==> src/design/assert_macros.svh <==
// assertion macros for the design modules, used by rtf_ctrl
// no dependencies
`ifndef ASSERT_MACROS_SVH
`define ASSERT_MACROS_SVH
// implication checked on every clock edge outside reset
`define ASSERT_IMPL(label, clk, rst_n, pre, post) \
  label: assert property (@(posedge clk) disable iff (!rst_n) (pre) |-> (post)) \
    else $error("assertion failed");
// next-cycle implication checked outside reset
`define ASSERT_NEXT(label, clk, rst_n, pre, post) \
  label: assert property (@(posedge clk) disable iff (!rst_n) (pre) |=> (post)) \
    else $error("assertion failed");
`endif

==> src/design/rtf_pkg.sv <==
// types and constants for the ranked table block
// no dependencies
package rtf_pkg;
  localparam int unsigned NameW  = 64;
  localparam int unsigned AgeW   = 8;
  localparam int unsigned WorthW = 21;
  localparam int unsigned RecW   = NameW + AgeW + WorthW;

  typedef enum logic [2:0] {
    ST_IDLE,
    ST_LSCAN,
    ST_LSHIFT,
    ST_QSCAN,
    ST_QEMIT,
    ST_NONE
  } state_e;

  typedef struct packed {
    logic [NameW-1:0]  name;
    logic [AgeW-1:0]   age;
    logic [WorthW-1:0] worth;
  } rec_t;

  typedef struct packed {
    logic capture;
    logic clr_idx;
    logic inc_idx;
    logic dec_idx;
    logic set_idx_last;
    logic rd_en;
    logic rd_prev;
    logic wr_prev;
    logic wr_new;
    logic inc_fill;
    logic inc_cnt;
  } cmd_t;

  typedef struct packed {
    logic idx_at_fill;
    logic idx_le_pos;
    logic ahead;
    logic match;
    logic cnt_hit;
    logic full;
    logic is_query;
  } sts_t;

  function automatic logic ranks_before(rec_t a, rec_t b);
    logic r;
    if ($signed(a.worth) != $signed(b.worth)) r = $signed(a.worth) > $signed(b.worth);
    else if (a.age != b.age) r = a.age < b.age;
    else r = a.name < b.name;
    return r;
  endfunction
endpackage

==> src/design/rtf_ctrl.sv <==
// controller state machine for the ranked table
// depends on rtf_pkg and assert_macros.svh
`include "assert_macros.svh"
module rtf_ctrl (
  input  logic              clk_i,
  input  logic              rst_ni,
  input  logic              in_valid_i,
  output logic              in_ready_o,
  output logic              out_load_o,
  output logic              out_found_o,
  output logic              out_last_o,
  input  logic              out_free_i,
  input  rtf_pkg::sts_t     sts_i,
  output rtf_pkg::cmd_t     cmd_o
);
  rtf_pkg::state_e state_q, state_d;
  logic            rd_ok_q, rd_ok_d;

  always_ff @(posedge clk_i or negedge rst_ni) begin
    if (!rst_ni) begin
      state_q <= rtf_pkg::ST_IDLE;
      rd_ok_q <= 1'b0;
    end else begin
      state_q <= state_d;
      rd_ok_q <= rd_ok_d;
    end
  end

  // table read data is registered: rd_ok marks the read data as current in the cycle after the read
  always_comb begin
    state_d     = state_q;
    rd_ok_d     = 1'b0;
    cmd_o       = '0;
    in_ready_o  = 1'b0;
    out_load_o  = 1'b0;
    out_found_o = 1'b0;
    out_last_o  = 1'b0;
    case (state_q)
      rtf_pkg::ST_IDLE: begin
        in_ready_o = 1'b1;
        if (in_valid_i) begin
          cmd_o.capture = 1'b1;
          cmd_o.clr_idx = 1'b1;
          state_d = rtf_pkg::ST_LSCAN;
        end
      end
      rtf_pkg::ST_LSCAN: begin
        if (sts_i.is_query) begin
          state_d = rtf_pkg::ST_QSCAN;
        end else if (rd_ok_q && sts_i.ahead) begin
          cmd_o.set_idx_last = 1'b1;
          state_d = rtf_pkg::ST_LSHIFT;
        end else if (!rd_ok_q && !sts_i.idx_at_fill) begin
          cmd_o.rd_en = 1'b1;
          rd_ok_d = 1'b1;
        end else if (rd_ok_q) begin
          cmd_o.inc_idx = 1'b1;
        end else if (!sts_i.full) begin
          cmd_o.set_idx_last = 1'b1;
          state_d = rtf_pkg::ST_LSHIFT;
        end else begin
          state_d = rtf_pkg::ST_IDLE;
        end
      end
      rtf_pkg::ST_LSHIFT: begin
        if (sts_i.idx_le_pos) begin
          cmd_o.wr_new = 1'b1;
          if (!sts_i.full) cmd_o.inc_fill = 1'b1;
          state_d = rtf_pkg::ST_IDLE;
        end else if (!rd_ok_q) begin
          cmd_o.rd_prev = 1'b1;
          rd_ok_d = 1'b1;
        end else begin
          cmd_o.wr_prev = 1'b1;
          cmd_o.dec_idx = 1'b1;
        end
      end
      rtf_pkg::ST_QSCAN: begin
        if (rd_ok_q && sts_i.match) begin
          state_d = rtf_pkg::ST_QEMIT;
        end else if (sts_i.cnt_hit || (!rd_ok_q && sts_i.idx_at_fill)) begin
          state_d = rtf_pkg::ST_NONE;
        end else if (rd_ok_q) begin
          cmd_o.inc_idx = 1'b1;
        end else begin
          cmd_o.rd_en = 1'b1;
          rd_ok_d = 1'b1;
        end
      end
      rtf_pkg::ST_QEMIT: begin
        rd_ok_d = 1'b1;
        if (out_free_i) begin
          out_load_o  = 1'b1;
          out_found_o = 1'b1;
          cmd_o.inc_cnt = 1'b1;
          cmd_o.inc_idx = 1'b1;
          rd_ok_d = 1'b0;
          state_d = rtf_pkg::ST_QSCAN;
        end
      end
      rtf_pkg::ST_NONE: begin
        // closing word: marks last on the held record or sends a no-match word
        if (out_free_i) begin
          out_load_o = 1'b1;
          out_last_o = 1'b1;
          state_d = rtf_pkg::ST_IDLE;
        end
      end
      default: state_d = rtf_pkg::ST_IDLE;
    endcase
  end

  `ASSERT_IMPL(a_ready_idle, clk_i, rst_ni, in_ready_o, state_q == rtf_pkg::ST_IDLE)
  `ASSERT_IMPL(a_emit_free, clk_i, rst_ni, out_load_o, out_free_i)
  `ASSERT_IMPL(a_no_wr_query, clk_i, rst_ni, cmd_o.wr_new || cmd_o.wr_prev,
               !sts_i.is_query)
  `ASSERT_NEXT(a_rd_follow, clk_i, rst_ni, cmd_o.rd_en || cmd_o.rd_prev, rd_ok_q)
endmodule

==> config.mk <==
export PLATFORM = sky130hd
export DESIGN_NAME = rtf_ctrl
export DESIGN_NICKNAME = d
export VERILOG_FILES = /design/src/design/rtf_pkg.sv /design/src/design/rtf_ctrl.sv
export VERILOG_INCLUDE_DIRS = /design/src /design/src/design
export SDC_FILE = /design/constraint.sdc
export NUM_CORES = 1
export LEC_CHECK = 0
export BUFFER_PORTS_ARGS = -buffer_cell sky130_fd_sc_hd__buf_2
export CAP_MARGIN = 20
export CORE_AREA = 2 2 39 41
export DETAILED_ROUTE_END_ITERATION = 12
export DIE_AREA = 0 0 41 43
export MAX_ROUTING_LAYER = met4
export PLACE_DENSITY = 0.72
export SYNTH_ARGS = -nofsm -noshare
export SYNTH_HDL_FRONTEND = slang
export SYNTH_SLANG_ARGS = --single-unit
export TNS_END_PERCENT = 1
==> constraint.sdc <==
create_clock -name clk_i -period 3.4 [get_ports clk_i]
set_input_delay 0.68 -clock clk_i [delete_from_list [all_inputs] [get_ports clk_i]]
set_output_delay 0.68 -clock clk_i [all_outputs]
set_load 0.1 [all_outputs]
==> impl_metrics.toml <==
[worst_setup_path]
rrSetupSlack_ns = 1.75
start_kind = "flip-flop"
cp_data_required_time_ns = 2.72
critical_path.max_fanout = 15
cp.arrival_ns = 2.09
crit_path_end_kind = "output pin"
path_class = "flip-flop to output pin"

[routing]
detail-route-antenna-nets = 0
first_pass_iters = 4
vias = 475
drt_iter0_drc = 9
vias_per_cell = 5.05
drc_errors = 0
routed_wl_um = 1180
wl_per_cell_um = 12.5

[global_routing]
grt_pass1_vias = 438
grtUsageTotal = 0.159
grt_pass1_wl_um = 1840
overflow = 0
grt_antenna_before_repair = 0
grt_max_degree = 16

[yosys]
synth_top_area_cell = "dfrtp_1"
synth-seq-area-share = 0.212
synth_nets = 67
yosysTopAreaCellShare = 0.212
avgSynthCellArea_um2 = 8.45
synthFlopType = "dfrtp_1"
async_reset_ff_frac = 1.00
syn_inst = 56
synth_area_um2 = 473
yosys_warnings = 0
synth_cell_type_count = 29
synth_common_cells = "and2_1, dfrtp_1, nor2b_1, nor3_1"
ys_ff_latch = 4
yosys-top-cells-area = "dfrtp_1, a311oi_4, and2_1, nor2b_1, nor4b_4"
synth-edff-count = 0

[sta]
rsz0062_at_grt = "no"
period_share = 0.814
worst_slew_pin_slew_ns = 0.575
whs_ns = 0.247
setup_viol = 0
fmax_mhz = 361
clock_skew_ns = 0.00126
period_minus_slack_ns = 2.77
finalSetupTns_ns = 0
finalHoldViolCount = 0
drv_slew = 0
slew_headroom = 0.617

[placed_design]
placed_cell_area_um2 = 598
io_buffers = 25
routabilityCongestion = 0.820
dp_hpwl_um = 916

[power]
p_per_area_mw_per_mm2 = 1040
ir_drop_mv = 0.507
power_leakage_nw = 0.313

[clock_tree]
cts_max_path_buffers = 2
h-tree-depth = 1
cts-buffers-inserted = 3
clkTransAtPathRegs_ns = 0.03
cts_root_buf = "clkbuf_4"
hold_buffers = 0
ctsResizeCount = 0
clock_latency_ns = 0.23
cts_tree = "built"
cts_num_sinks = 4
post_cts.repair.setup_buffers = 0

[run]
maxCapViolations = 0

[layout]
drive_gt1_frac = 0.513
n_antenna_cell = 0
layout.nets = 91
utilization = 0.448
syn2layout_area_growth_pct = 31.2
fin_area_um2 = 621

[floorplanning]
fp.dieW_um = 41
core_mm2 = 0.00138
initial_core_util = 0.342
chipHeight_um = 43
row_count = 14
dieArea_mm2 = 0.00176
num_io_pins = 26

[status]
status = "finished, final reports clean"

[hold_path]
hold_class = "primary input to asynchronous set/reset pin"
-- cells in the final DEF (no fill, tap or decap), drive strengths merged, types with 2 or more instances in the layout --
cell | netlist | layout
a31oi | 3 | 3
nor2 | 4 | 4
nor3 | 4 | 4
buf | 6 | 25
clkbuf | 0 | 3
and2 | 4 | 4
nand2 | 3 | 3
o21ai | 3 | 3
nand2b | 3 | 3
nor2b | 4 | 4
nor3b | 2 | 2
a21oi | 2 | 2
dfrtp | 4 | 4
inv | 3 | 3
-- flip-flops by register name, summed over array words and instances (netlist names) --
| name | cells |
|---|---|
| rd_ok_q | 1 |
| state_q | 3 |
-- worst paths after layout --
| kind | from | end | depth (start not counted) |
|---|---|---|---|
| setup / recovery | state_q[0] | cmd_o[8] | 5 |
| hold / removal | rst_ni | state_q[1] | 1 |
| setup reg to reg | state_q[0] | state_q[0] | 4 |
| hold reg to reg | rd_ok_q | rd_ok_q | 3 |
| max in group asynchronous | rst_ni | rd_ok_q | 1 |
| min in group clk_i | rd_ok_q | rd_ok_q | 3 |
-- logic make-up after synthesis --
family,share of synthesized area
buffers and inverters,0.116
multiplexers,0.0212
flip-flops,0.212
AO/OA/AOI/OAI,0.233
AND/OR/NAND/NOR,0.418
-- metrics by stage --
| step | std cells | setup slack, ns | power (W) |
|---|---|---|---|
| global placement | 91 | 0.867 | 0.000584 |
| floorplan | 56 | -0.306 | 0.000542 |
| finish | 94 | 0.631 | 0.000648 |
| CTS | 94 | 0.613 | 0.000652 |
| detailed placement | 91 | 0.832 | 0.000590 |
| global route | 94 | 0.463 | 0.000690 |
-- per-layer routing --
| layer | vias to the layer above | track usage | routed length (um) |
|---|---|---|---|
| met3 | 0 | 0.0314 | 44 |
| met5 | - | - | 0 |
| met4 | 0 | 0.0867 | 0 |
| met1 | 221 | 0.182 | 524 |
| met2 | 13 | 0.247 | 606 |
| li1 | 241 | - | - |
-- cell type report --
type                       instances  area (um2)
clock buffer                       3        22.5
fill                             141         763
inverter                           3        11.3
multi-input combinational         43         342
sequential                         4         100
tap                               16        20.0
timing repair buffer              25         125
-- power by group --
part / internal, W / switching [W]
Combinational: 0.000121 / 0.000327
Clock: 0.0000393 / 0.0000164
Sequential: 0.0000666 / 0.0000773
Total: 0.000227 / 0.000421
-- critical path: stages, from the launching register on --
cell     delay (ns)
dfrtp_1        0.70
nor4b_4        0.39
nor2b_1        0.17
o21ai_0        0.07
o21ai_0        0.08
buf_2          0.45
Note: power is estimated with default switching activity, not from simulation.
